[src/rtl/swfs_pkg.sv]
// Shared types and constants for the sliding-window frame statistics block.
package swfs_pkg;

   // Width of one frame-time sample and of every result field.
   localparam int SAMPLE_W = 24;

   typedef logic [SAMPLE_W-1:0] sample_type;

   // Status of the window store toward the sequencer.
   typedef struct packed {
      logic       busy;    // transaction in the store or min/max scan running
      sample_type old_us;  // evicted sample, valid in the cycle after a load
      sample_type min_us;  // window minimum after the scan
      sample_type max_us;  // window maximum after the scan
   } win_stat_type;

endpackage

[src/rtl/swfs_req_if.sv]
// Request channel interface: one frame-time sample per transaction.
interface swfs_req_if;
   logic                 valid;
   logic                 ready;
   swfs_pkg::sample_type sample_us;

   modport source (output valid, output sample_us, input ready);
   modport sink (input valid, input sample_us, output ready);
endinterface

[src/rtl/swfs_rsp_if.sv]
// Response channel interface: window mean, minimum, maximum and deviation.
interface swfs_rsp_if;
   logic                 valid;
   logic                 ready;
   swfs_pkg::sample_type mean_us;
   swfs_pkg::sample_type min_us;
   swfs_pkg::sample_type max_us;
   swfs_pkg::sample_type std_dev_us;

   modport source (output valid, output mean_us, output min_us, output max_us,
                   output std_dev_us, input ready);
   modport sink (input valid, input mean_us, input min_us, input max_us,
                 input std_dev_us, output ready);
endinterface

[src/rtl/swfs_window.sv]
// Circular sample store with write pointer, valid bits and min/max scan.
module swfs_window #(
   parameter int WINDOW_LENGTH = 32
) (
   input  logic                   clock,
   input  logic                   reset,
   input  logic                   load_i,
   input  swfs_pkg::sample_type   wr_data_i,
   output swfs_pkg::win_stat_type stat_o
);

   localparam int IDX_W = $clog2(WINDOW_LENGTH);
   localparam logic [IDX_W-1:0] LAST_IDX = IDX_W'(WINDOW_LENGTH - 1);

   swfs_pkg::sample_type win_mem [WINDOW_LENGTH];

   logic [WINDOW_LENGTH-1:0] vld_ff, vld_in;
   logic [IDX_W-1:0]         wptr_ff, wptr_in;
   logic [IDX_W-1:0]         scan_ff, scan_in;
   logic [IDX_W-1:0]         rd_addr;
   logic                     write_ff, write_in;
   logic                     issue_ff, issue_in;
   logic                     cmp_ff, cmp_in;
   logic                     last_ff, last_in;
   logic                     busy_ff, busy_in;
   logic                     rd_vld_ff;
   swfs_pkg::sample_type     rd_data_ff;
   swfs_pkg::sample_type     rd_val;
   swfs_pkg::sample_type     min_ff, min_in;
   swfs_pkg::sample_type     max_ff, max_in;

   always_comb begin
      rd_addr  = issue_ff ? scan_ff : wptr_ff;
      // never-written entries read as the reset value
      rd_val   = rd_vld_ff ? rd_data_ff : '0;
      write_in = load_i;
      vld_in   = vld_ff;
      wptr_in  = wptr_ff;
      issue_in = issue_ff;
      scan_in  = scan_ff;
      min_in   = min_ff;
      max_in   = max_ff;
      busy_in  = busy_ff;
      cmp_in   = issue_ff;
      last_in  = issue_ff && (scan_ff == LAST_IDX);

      if (load_i) begin
         busy_in = 1'b1;
      end
      // store the new sample, advance the pointer, start the scan
      if (write_ff) begin
         vld_in[wptr_ff] = 1'b1;
         wptr_in         = (wptr_ff == LAST_IDX) ? '0 : wptr_ff + 1'b1;
         issue_in        = 1'b1;
         scan_in         = '0;
         min_in          = '1;
         max_in          = '0;
      end
      if (issue_ff) begin
         if (scan_ff == LAST_IDX) begin
            issue_in = 1'b0;
         end else begin
            scan_in = scan_ff + 1'b1;
         end
      end
      if (cmp_ff) begin
         if (rd_val < min_ff) begin
            min_in = rd_val;
         end
         if (rd_val > max_ff) begin
            max_in = rd_val;
         end
         if (last_ff) begin
            busy_in = 1'b0;
         end
      end
   end

   always_ff @(posedge clock) begin
      if (write_ff) begin
         win_mem[wptr_ff] <= wr_data_i;
      end
      rd_data_ff <= win_mem[rd_addr];
      rd_vld_ff  <= vld_ff[rd_addr];
      min_ff     <= min_in;
      max_ff     <= max_in;
      scan_ff    <= scan_in;
   end

   always_ff @(posedge clock) begin
      if (reset) begin
         vld_ff   <= '0;
         wptr_ff  <= '0;
         write_ff <= 1'b0;
         issue_ff <= 1'b0;
         cmp_ff   <= 1'b0;
         last_ff  <= 1'b0;
         busy_ff  <= 1'b0;
      end else begin
         vld_ff   <= vld_in;
         wptr_ff  <= wptr_in;
         write_ff <= write_in;
         issue_ff <= issue_in;
         cmp_ff   <= cmp_in;
         last_ff  <= last_in;
         busy_ff  <= busy_in;
      end
   end

   assign stat_o.busy   = busy_ff;
   assign stat_o.old_us = rd_val;
   assign stat_o.min_us = min_ff;
   assign stat_o.max_us = max_ff;

endmodule

[src/rtl/swfs_isqrt.sv]
// Iterative integer square root, one result bit per cycle.
module swfs_isqrt #(
   parameter int RAD_W = 58
) (
   input  logic               clock,
   input  logic               reset,
   input  logic               start_i,
   input  logic [RAD_W-1:0]   rad_i,
   output logic               busy_o,
   output logic [RAD_W/2-1:0] root_o
);

   localparam logic [RAD_W-1:0] TOP_BIT = RAD_W'(1) << (RAD_W - 2);

   logic [RAD_W-1:0] x_ff, x_in;
   logic [RAD_W-1:0] root_ff, root_in;
   logic [RAD_W-1:0] bit_ff, bit_in;
   logic [RAD_W-1:0] trial;
   logic             busy_ff, busy_in;

   always_comb begin
      trial   = root_ff + bit_ff;
      x_in    = x_ff;
      root_in = root_ff;
      bit_in  = bit_ff;
      busy_in = busy_ff;
      if (start_i) begin
         x_in    = rad_i;
         root_in = '0;
         bit_in  = TOP_BIT;
         busy_in = 1'b1;
      end else if (busy_ff) begin
         if (x_ff >= trial) begin
            x_in    = x_ff - trial;
            root_in = (root_ff >> 1) + bit_ff;
         end else begin
            root_in = root_ff >> 1;
         end
         bit_in = bit_ff >> 2;
         // the step with the lowest bit finishes the root
         if (bit_ff[0]) begin
            busy_in = 1'b0;
         end
      end
   end

   always_ff @(posedge clock) begin
      x_ff    <= x_in;
      root_ff <= root_in;
      bit_ff  <= bit_in;
   end

   always_ff @(posedge clock) begin
      if (reset) begin
         busy_ff <= 1'b0;
      end else begin
         busy_ff <= busy_in;
      end
   end

   assign busy_o = busy_ff;
   assign root_o = root_ff[RAD_W/2-1:0];

endmodule

[src/rtl/swfs_cdiv.sv]
// Division by the constant window length through a reciprocal multiply in two halves.
module swfs_cdiv #(
   parameter int DIVD_W  = 29,
   parameter int DIVISOR = 32
) (
   input  logic                 clock,
   input  logic                 reset,
   input  logic                 start_i,
   input  logic [DIVD_W-1:0]    dvd_i,
   output logic                 busy_o,
   output swfs_pkg::sample_type quo_o
);

   localparam int Q_W    = swfs_pkg::SAMPLE_W;
   localparam int LOG_D  = $clog2(DIVISOR);
   // floor(x * RCP / 2^SHIFT) equals floor(x / DIVISOR) for every x below 2^DIVD_W
   localparam int SHIFT  = DIVD_W + LOG_D;
   localparam int RCP_W  = DIVD_W + 2;
   localparam int HALF_W = (RCP_W + 1) / 2;
   localparam int PART_W = DIVD_W + HALF_W;
   localparam int ACC_W  = DIVD_W + 2 * HALF_W;
   localparam logic [63:0] RCP =
      ((64'd1 << SHIFT) + 64'(DIVISOR) - 64'd1) / 64'(DIVISOR);
   localparam logic [HALF_W-1:0] RCP_LO = HALF_W'(RCP);
   localparam logic [HALF_W-1:0] RCP_HI = HALF_W'(RCP >> HALF_W);

   logic [DIVD_W-1:0] dvd_ff, dvd_in;
   logic [ACC_W-1:0]  acc_ff, acc_in;
   logic              high_ff, high_in;
   logic              busy_ff, busy_in;
   logic [HALF_W-1:0] rcp_part;
   logic [PART_W-1:0] part;

   always_comb begin
      // one multiplier, low half of the reciprocal first, then the high half
      rcp_part = high_ff ? RCP_HI : RCP_LO;
      part     = dvd_ff * rcp_part;
      dvd_in   = dvd_ff;
      acc_in   = acc_ff;
      high_in  = high_ff;
      busy_in  = busy_ff;
      if (start_i) begin
         dvd_in  = dvd_i;
         high_in = 1'b0;
         busy_in = 1'b1;
      end else if (busy_ff) begin
         if (high_ff) begin
            acc_in  = acc_ff + (ACC_W'(part) << HALF_W);
            busy_in = 1'b0;
         end else begin
            acc_in  = ACC_W'(part);
            high_in = 1'b1;
         end
      end
   end

   always_ff @(posedge clock) begin
      dvd_ff  <= dvd_in;
      acc_ff  <= acc_in;
      high_ff <= high_in;
   end

   always_ff @(posedge clock) begin
      if (reset) begin
         busy_ff <= 1'b0;
      end else begin
         busy_ff <= busy_in;
      end
   end

   assign busy_o = busy_ff;
   assign quo_o  = acc_ff[SHIFT +: Q_W];

endmodule

[src/rtl/sliding_window_frame_stats.sv]
// Top level of the sliding-window frame statistics block.
//
// Each request transaction carries one frame time in microseconds. The block
// replaces the oldest of the last WINDOW_LENGTH samples with it and returns
// one response transaction with the window's floor mean, minimum, maximum and
// floor population standard deviation. After reset the window holds zeros,
// which take part in every statistic until real samples displace them; valid
// bits give this at once, with no clearing pass. Running sum and sum of
// squares are kept exact. From acceptance to a registered response a sample
// passes the update states UPD to SPR, with the squares on the shared multiplier,
// 24 + log2(WINDOW_LENGTH) steps of the square-root unit at one root bit per
// cycle, then the handoff around the reciprocal divider by the window length.
// For windows longer than 36 the min/max scan of the store, one entry per
// cycle, sets the time instead. The request side is not ready while a sample
// is at work and opens in the same cycle as the response becomes valid; a
// finished response waits in its output register while the next sample is
// accepted.
module sliding_window_frame_stats #(
   parameter int WINDOW_LENGTH = 32
) (
   input logic        clock,
   input logic        reset,
   swfs_req_if.sink   req_chan,
   swfs_rsp_if.source rsp_chan
);

   localparam int LOG_N = $clog2(WINDOW_LENGTH);
   localparam int SUM_W = swfs_pkg::SAMPLE_W + LOG_N;
   localparam int SQ_W  = 2 * swfs_pkg::SAMPLE_W + LOG_N;
   localparam int SPR_W = 2 * SUM_W;
   localparam logic [SPR_W-1:0] N_WIDE = SPR_W'(WINDOW_LENGTH);

   typedef enum logic [8:0] {
      ST_IDLE = 9'b000000001,
      ST_UPD  = 9'b000000010,
      ST_SQA  = 9'b000000100,
      ST_SQB  = 9'b000001000,
      ST_NSQ  = 9'b000010000,
      ST_SPR  = 9'b000100000,
      ST_ROOT = 9'b001000000,
      ST_SDIV = 9'b010000000,
      ST_OUT  = 9'b100000000
   } state_type;

   state_type              state_ff, state_in;
   swfs_pkg::win_stat_type win_stat;
   swfs_pkg::sample_type   sample_ff, sample_in;
   swfs_pkg::sample_type   old_ff, old_in;
   logic [SUM_W-1:0]       sum_ff, sum_in;
   logic [SQ_W-1:0]        sumsq_ff, sumsq_in;
   logic [SPR_W-1:0]       prod_ff, prod_in;
   logic [SPR_W-1:0]       nsq_ff, nsq_in;
   logic [SUM_W-1:0]       mul_a, mul_b;
   swfs_pkg::sample_type   mean_ff, mean_in;
   swfs_pkg::sample_type   std_ff, std_in;
   logic                   accept;
   logic                   sqrt_start, sqrt_busy;
   logic [SUM_W-1:0]       sqrt_root;
   logic                   div_start, div_busy;
   logic [SUM_W-1:0]       div_dvd;
   swfs_pkg::sample_type   div_quo;
   logic                   rsp_load;
   logic                   rsp_valid_ff, rsp_valid_in;
   swfs_pkg::sample_type   rsp_mean_ff, rsp_min_ff, rsp_max_ff, rsp_std_ff;

   swfs_window #(.WINDOW_LENGTH(WINDOW_LENGTH)) u_window (
      .clock     (clock),
      .reset     (reset),
      .load_i    (accept),
      .wr_data_i (sample_ff),
      .stat_o    (win_stat)
   );

   swfs_isqrt #(.RAD_W(SPR_W)) u_isqrt (
      .clock   (clock),
      .reset   (reset),
      .start_i (sqrt_start),
      .rad_i   (nsq_ff - prod_ff),
      .busy_o  (sqrt_busy),
      .root_o  (sqrt_root)
   );

   swfs_cdiv #(.DIVD_W(SUM_W), .DIVISOR(WINDOW_LENGTH)) u_cdiv (
      .clock   (clock),
      .reset   (reset),
      .start_i (div_start),
      .dvd_i   (div_dvd),
      .busy_o  (div_busy),
      .quo_o   (div_quo)
   );

   assign req_chan.ready = (state_ff == ST_IDLE);
   assign accept         = req_chan.valid && req_chan.ready;

   // shared multiplier: sample squared, evicted sample squared, sum squared
   always_comb begin
      case (state_ff)
         ST_UPD: begin
            mul_a = SUM_W'(sample_ff);
            mul_b = SUM_W'(sample_ff);
         end
         ST_SQA: begin
            mul_a = SUM_W'(old_ff);
            mul_b = SUM_W'(old_ff);
         end
         ST_SQB: begin
            mul_a = sum_ff;
            mul_b = sum_ff;
         end
         default: begin
            mul_a = '0;
            mul_b = '0;
         end
      endcase
   end

   assign prod_in = mul_a * mul_b;

   always_comb begin
      state_in  = state_ff;
      sample_in = sample_ff;
      old_in    = old_ff;
      sum_in    = sum_ff;
      sumsq_in  = sumsq_ff;
      nsq_in    = nsq_ff;
      mean_in   = mean_ff;
      std_in    = std_ff;
      sqrt_start = 1'b0;
      div_start  = 1'b0;
      div_dvd    = sum_ff;
      rsp_load   = 1'b0;

      case (state_ff)
         ST_IDLE: begin
            if (accept) begin
               sample_in = req_chan.sample_us;
               state_in  = ST_UPD;
            end
         end
         ST_UPD: begin
            // evicted sample arrives from the store this cycle
            old_in   = win_stat.old_us;
            sum_in   = sum_ff - SUM_W'(win_stat.old_us) + SUM_W'(sample_ff);
            state_in = ST_SQA;
         end
         ST_SQA: begin
            sumsq_in = sumsq_ff + SQ_W'(prod_ff);
            state_in = ST_SQB;
         end
         ST_SQB: begin
            sumsq_in  = sumsq_ff - SQ_W'(prod_ff);
            div_start = 1'b1;
            state_in  = ST_NSQ;
         end
         ST_NSQ: begin
            nsq_in   = SPR_W'(sumsq_ff) * N_WIDE;
            state_in = ST_SPR;
         end
         ST_SPR: begin
            // spread = N * sumsq - sum^2 goes straight into the root unit
            sqrt_start = 1'b1;
            state_in   = ST_ROOT;
         end
         ST_ROOT: begin
            if (!sqrt_busy && !div_busy) begin
               mean_in   = div_quo;
               div_dvd   = sqrt_root;
               div_start = 1'b1;
               state_in  = ST_SDIV;
            end
         end
         ST_SDIV: begin
            if (!div_busy && !win_stat.busy) begin
               std_in   = div_quo;
               state_in = ST_OUT;
            end
         end
         ST_OUT: begin
            // hold until the output register is free
            if (!rsp_valid_ff || rsp_chan.ready) begin
               rsp_load = 1'b1;
               state_in = ST_IDLE;
            end
         end
         default: begin
            state_in = ST_IDLE;
         end
      endcase
   end

   always_comb begin
      rsp_valid_in = rsp_valid_ff;
      if (rsp_valid_ff && rsp_chan.ready) begin
         rsp_valid_in = 1'b0;
      end
      if (rsp_load) begin
         rsp_valid_in = 1'b1;
      end
   end

   always_ff @(posedge clock) begin
      sample_ff <= sample_in;
      old_ff    <= old_in;
      nsq_ff    <= nsq_in;
      mean_ff   <= mean_in;
      std_ff    <= std_in;
      if (state_ff == ST_UPD || state_ff == ST_SQA || state_ff == ST_SQB) begin
         prod_ff <= prod_in;
      end
      if (rsp_load) begin
         rsp_mean_ff <= mean_ff;
         rsp_min_ff  <= win_stat.min_us;
         rsp_max_ff  <= win_stat.max_us;
         rsp_std_ff  <= std_ff;
      end
   end

   always_ff @(posedge clock) begin
      if (reset) begin
         state_ff     <= ST_IDLE;
         sum_ff       <= '0;
         sumsq_ff     <= '0;
         rsp_valid_ff <= 1'b0;
      end else begin
         state_ff     <= state_in;
         sum_ff       <= sum_in;
         sumsq_ff     <= sumsq_in;
         rsp_valid_ff <= rsp_valid_in;
      end
   end

   assign rsp_chan.valid      = rsp_valid_ff;
   assign rsp_chan.mean_us    = rsp_mean_ff;
   assign rsp_chan.min_us     = rsp_min_ff;
   assign rsp_chan.max_us     = rsp_max_ff;
   assign rsp_chan.std_dev_us = rsp_std_ff;

   a_sqrt_start_idle: assert property (@(posedge clock) disable iff (reset)
      sqrt_start |-> !sqrt_busy)
      else $error("square root restarted while busy");

   a_div_start_idle: assert property (@(posedge clock) disable iff (reset)
      div_start |-> !div_busy)
      else $error("divider restarted while busy");

   a_scan_done_at_out: assert property (@(posedge clock) disable iff (reset)
      (state_ff == ST_OUT) |-> !win_stat.busy)
      else $error("response formed before the window scan finished");

   a_mean_in_range: assert property (@(posedge clock) disable iff (reset)
      rsp_load |-> (win_stat.min_us <= mean_ff && mean_ff <= win_stat.max_us))
      else $error("mean outside the window minimum and maximum");

endmodule
[src/flat_wrapper.sv]
// flat-port wrapper written by rule: the top's interface ports become plain ports
module sliding_window_frame_stats_flat 
#(
   parameter int WINDOW_LENGTH = 32
)
  (clock, reset, req_chan_valid, req_chan_sample_us, req_chan_ready, rsp_chan_valid, rsp_chan_mean_us, rsp_chan_min_us, rsp_chan_max_us, rsp_chan_std_dev_us, rsp_chan_ready);
  swfs_req_if req_chan_i ();
  swfs_rsp_if rsp_chan_i ();
  input logic clock;
  input logic reset;
  input wire logic [$bits(req_chan_i.valid)-1:0] req_chan_valid;
  input wire logic [$bits(req_chan_i.sample_us)-1:0] req_chan_sample_us;
  output wire logic [$bits(req_chan_i.ready)-1:0] req_chan_ready;
  output wire logic [$bits(rsp_chan_i.valid)-1:0] rsp_chan_valid;
  output wire logic [$bits(rsp_chan_i.mean_us)-1:0] rsp_chan_mean_us;
  output wire logic [$bits(rsp_chan_i.min_us)-1:0] rsp_chan_min_us;
  output wire logic [$bits(rsp_chan_i.max_us)-1:0] rsp_chan_max_us;
  output wire logic [$bits(rsp_chan_i.std_dev_us)-1:0] rsp_chan_std_dev_us;
  input wire logic [$bits(rsp_chan_i.ready)-1:0] rsp_chan_ready;
  assign req_chan_i.valid = req_chan_valid;
  assign req_chan_i.sample_us = req_chan_sample_us;
  assign req_chan_ready = req_chan_i.ready;
  assign rsp_chan_valid = rsp_chan_i.valid;
  assign rsp_chan_mean_us = rsp_chan_i.mean_us;
  assign rsp_chan_min_us = rsp_chan_i.min_us;
  assign rsp_chan_max_us = rsp_chan_i.max_us;
  assign rsp_chan_std_dev_us = rsp_chan_i.std_dev_us;
  assign rsp_chan_i.ready = rsp_chan_ready;
  sliding_window_frame_stats #(.WINDOW_LENGTH(WINDOW_LENGTH)) u_core (.clock(clock), .reset(reset), .req_chan(req_chan_i), .rsp_chan(rsp_chan_i));
endmodule
[config.mk]
export PLATFORM = sky130hd
export DESIGN_NAME = sliding_window_frame_stats_flat
export DESIGN_NICKNAME = d
export VERILOG_FILES = /design/src/rtl/swfs_pkg.sv /design/src/rtl/swfs_req_if.sv /design/src/rtl/swfs_rsp_if.sv /design/src/rtl/swfs_window.sv /design/src/rtl/swfs_isqrt.sv /design/src/rtl/swfs_cdiv.sv /design/src/rtl/sliding_window_frame_stats.sv /design/src/flat_wrapper.sv
export SDC_FILE = /design/constraint.sdc
export NUM_CORES = 2
export LEC_CHECK = 0
export ABC_AREA = 1
export BUFFER_PORTS_ARGS = -buffer_cell sky130_fd_sc_hd__buf_2
export CAP_MARGIN = 20
export CORE_ASPECT_RATIO = 1.75
export CORE_MARGIN = 2
export CORE_UTILIZATION = 50
export CTS_CLUSTER_DIAMETER = 150
export CTS_CLUSTER_SIZE = 16
export DETAILED_ROUTE_END_ITERATION = 8
export PLACE_DENSITY = 0.69
export SLEW_MARGIN = 40
export SYNTH_ARGS = -nofsm -noshare
export SYNTH_HDL_FRONTEND = slang
export SYNTH_SLANG_ARGS = --single-unit
export TNS_END_PERCENT = 20
[constraint.sdc]
create_clock -name clock -period 12.5 [get_ports clock]
set_input_delay 2.5 -clock clock [delete_from_list [all_inputs] [get_ports clock]]
set_output_delay 2.5 -clock clock [all_outputs]
set_load 0.01 [all_outputs]
==> metrics.log <==
INFO  metric slew-limit-headroom = 31.90%
INFO  metric postSynthCellCount = 12,530
INFO  metric timing.setup.critical_path_class = reg2reg
INFO  metric final.fill_count = 19,750
INFO  metric clk-insertion-delay-late = 0.82 ns
INFO  metric place_worst_setup_slack = 2.321 ns
INFO  metric yosysSeqAreaShare = 39.24%
INFO  metric largest_net_degree_at_the_start_of_global_routing = 158
INFO  metric post_layout_inst_area = 114,900 um2
INFO  metric async_reset_ff_share = 0%
INFO  metric timing_max_transition_violations_final = 0
INFO  metric detailedPlacementHpwl = 314,900 um
INFO  metric cts.repair_timing.setup_buffer_count = 0
INFO  metric final_total_negative_setup_slack = 0 ns
INFO  metric floorplan.io_pins = 126
INFO  metric starting_utilization_of_the_core_area = 50.34%
INFO  metric placement_rows = 223
INFO  metric numClockSinks = 1,488
INFO  metric width_of_the_chip = 352.4 um
INFO  metric netlist-cell-type-count = 55
INFO  metric run_status = completed
INFO  metric cts_made_buffers = 104
INFO  metric place_congestion = 1.025
INFO  metric total_of_warnings_raised_by_yosys = 0
INFO  metric slowest_delay = 0.87 ns
INFO  metric cts.htree.levels = 3
INFO  metric crit_path_end_kind = flop
INFO  metric final_net_count = 13,860
INFO  metric maxCapViolCount = 0
INFO  metric synth-main-ff-cell = sky130_fd_sc_hd__edfxtp_1
INFO  metric critical_path_required = 13.01 ns
INFO  metric clock_transition_at_path_regs = 0.09 ns
INFO  metric post_cts_resize_count = 0
INFO  metric crit_top_cell = sky130_fd_sc_hd__fa_1
INFO  metric die_h = 613.6 um
INFO  metric finalCritPeriodShare = 82.29%
INFO  metric synth-seq-cells = 1,488
INFO  metric vias_in_the_first_global_route = 91,280
INFO  metric initial_antenna_violation_count = 13
INFO  metric die_area = 216,200 um2
INFO  metric placed_cell_area = 111,600 um2
INFO  metric finalCriticalPeriod = 10.29 ns
INFO  metric routed_wire_length_per_instance = 25.99 um
INFO  metric synthToLayoutAreaGrowth = 8.194%
INFO  metric worst_path_max_delay_cell = sky130_fd_sc_hd__clkinv_1
INFO  metric power.static_leakage = 51.35 nW
INFO  metric placement.io_buffers = 125
INFO  metric place_inst = 15,270
INFO  metric synthesized_area_per_cell = 8.473 um2
INFO  metric detailedRoute.firstIterationViolations = 8,471
INFO  metric via_count = 89,370
INFO  metric worstPathMaxFanout = 29
INFO  metric viasPerCell = 5.773
INFO  metric drt.antenna.violating_nets = 0
INFO  metric power_density = 121.6 nW/um2
INFO  metric drcViolationCount = 0
INFO  metric tritoncts_clock_tree = built
INFO  metric clk_skew = 0.1580 ns
INFO  metric final.setup.worst_slack = 2.214 ns
INFO  metric design.core.area = 210,900 um2
INFO  metric grt_use_total = 36.74%
INFO  metric most_common_cell_after_layout_fill_and_taps_aside = sky130_fd_sc_hd__nand2_1
INFO  metric fraction_of_layout_instances_using_a_drive_strength_above_1 = 4.636%
INFO  metric timing.hold.worst.class = reg2reg
INFO  metric grt_setup_unrepaired = no
INFO  metric grt_overflow_total = 0
INFO  metric critPathArrivalTime = 10.80 ns
INFO  metric wire_length_of_the_first_global_routing_pass = 584,500 um
INFO  metric most_frequent_cells_in_the_layout = 2,372 x sky130_fd_sc_hd__nand2_1, 2,280 x sky130_fd_sc_hd__inv_1, 1,298 x sky130_fd_sc_hd__nor2_1, 1,186 x sky130_fd_sc_hd__edfxtp_1, 1,025 x sky130_fd_sc_hd__o21ai_0
INFO  metric cts-root-buf = sky130_fd_sc_hd__clkbuf_16
INFO  metric netlist_area = 106,200 um2
INFO  metric cts_hold_buffers = 0
INFO  metric hold_viol_final = 0
INFO  metric drt_first_pass_iters = 8
INFO  metric drt-total-wl = 402,400 um
INFO  metric mappedNetlistNets = 13,820
INFO  metric clock_path_buffers = 3
INFO  metric crit_path_start_kind = flop
INFO  metric synth_enable_flop_cells = 1,186
INFO  metric tightestPinTransition = 1.018 ns
INFO  metric finalSetupViolations = 0
INFO  metric fin_cells = 15,480
INFO  metric design_power_total = 13.97 mW
INFO  metric fmax = 97.22 MHz
INFO  metric max-vdd-ir-drop = 0.0001884 V
worst max-delay path, delay by kind of cell, from the launching register on:
| kind | cells | cell delay (ns) |
|---|---|---|
| fa+ha+maj | 9 | 4.36 |
| xor+xnor | 1 | 0.16 |
| compound gates | 3 | 0.88 |
| buf+inv | 11 | 2.57 |
| flops | 1 | 0.46 |
| simple gates | 7 | 1.59 |
state kept, by name, summed over array words and instances (netlist names), 29 cells and up:
| register | flops |
|---|---|
| u_core.u_window.win_mem | 768 |
| u_core.u_isqrt.root_ff | 58 |
| u_core.u_isqrt.x_ff | 58 |
| u_core.prod_ff | 57 |
| u_core.nsq_ff | 53 |
| u_core.sumsq_ff | 53 |
| u_core.u_window.vld_ff | 32 |
| u_core.sum_ff | 29 |
| u_core.u_cdiv.acc_ff | 29 |
| u_core.u_cdiv.dvd_ff | 29 |
| u_core.u_isqrt.bit_ff | 29 |
final timing paths:
check                           slack [ns]                        endpoint               start  cells past startpoint
worst max-delay path                  2.21              u_core.prod_ff[32]  u_core.state_ff[8]                     31
worst min-delay path                  0.41  u_core.rsp_chan.std_dev_us[18]   u_core.std_ff[18]                      0
worst max register to register        2.21              u_core.prod_ff[32]  u_core.state_ff[8]                     31
worst min register to register        0.41  u_core.rsp_chan.std_dev_us[18]   u_core.std_ff[18]                      0
logic make-up after synthesis:
family / Yosys count / share of synthesized area [%]
AO/OA/AOI/OAI: 2226 / 11.72
XOR/XNOR: 228 / 1.881
adder cells (fa/ha/maj): 1262 / 19.66
buffers and inverters: 2693 / 9.680
flip-flops: 1488 / 39.24
AND/OR/NAND/NOR: 4634 / 17.82
cells in the mapped netlist, drive strengths merged, types with 3 or more instances:
cell | n | area (um2)
a31oi | 64 | 400.4
o2111ai | 3 | 26.28
nor2 | 1340 | 5050
o211ai | 42 | 315.3
o22ai | 91 | 569.3
nand3b | 12 | 90.09
nand2 | 2376 | 8924
o21bai | 76 | 570.6
nand3 | 573 | 2868
buf | 130 | 658.1
clkbuf | 266 | 998.5
a211oi | 8 | 60.06
o221ai | 137 | 1219
nor3b | 3 | 22.52
o21a | 22 | 165.2
a21o | 36 | 270.3
a21boi | 19 | 142.6
nand4 | 138 | 863.3
a221oi | 3 | 26.28
a31o | 3 | 26.28
xnor2 | 64 | 560.5
fa | 678 | 13570
dfxtp | 302 | 6046
edfxtp | 1186 | 35610
ha | 584 | 7307
and3 | 11 | 68.82
a21oi | 671 | 3358
o31ai | 6 | 45.04
nor3 | 102 | 521.8
or2 | 35 | 219.0
and2 | 8 | 50.05
clkinv | 3 | 11.26
o21ai | 1041 | 5210
inv | 2294 | 8611
nor4 | 33 | 227.7
xor2 | 164 | 1436
report_power, final:
group	switching [mW]	internal, mW	total, mW
registers	0.230	5.82	6.05
logic	3.24	1.25	4.49
clock network	1.83	1.60	3.43
final cells by class:
type / instances / area, um2 / area share, %
multi-input combinational: 8350 / 54910 / 47.80
tap: 2812 / 3518 / 3.063
sequential: 1488 / 41670 / 36.27
antenna: 7 / 17.52 / 0.01525
clock buffer: 186 / 2910 / 2.533
inverter: 2297 / 8631 / 7.513
timing repair buffer: 330 / 2978 / 2.592
clock inverter: 10 / 249.0 / 0.2167
stage by stage:
stage | hold slack (ns) | utilization (%)
after floorplan | 0.3872 | -
after global placement | 0.4018 | 52.35
after detailed placement | 0.4045 | 52.91
after CTS | 0.4067 | 54.41
after global routing | 0.4199 | 54.46
final | 0.4063 | 54.46
metal layers:
metal / global-route usage, % / wire length (um) / up-vias
met2: 65.35 / 201300 / 3810
met1: 38.99 / 136000 / 43370
met5: 0.1124 / 46 / -
li1: - / - / 40960
met3: 4.442 / 24820 / 1222
met4: 30.38 / 40290 / 4
(Power assumes the default switching activity.)
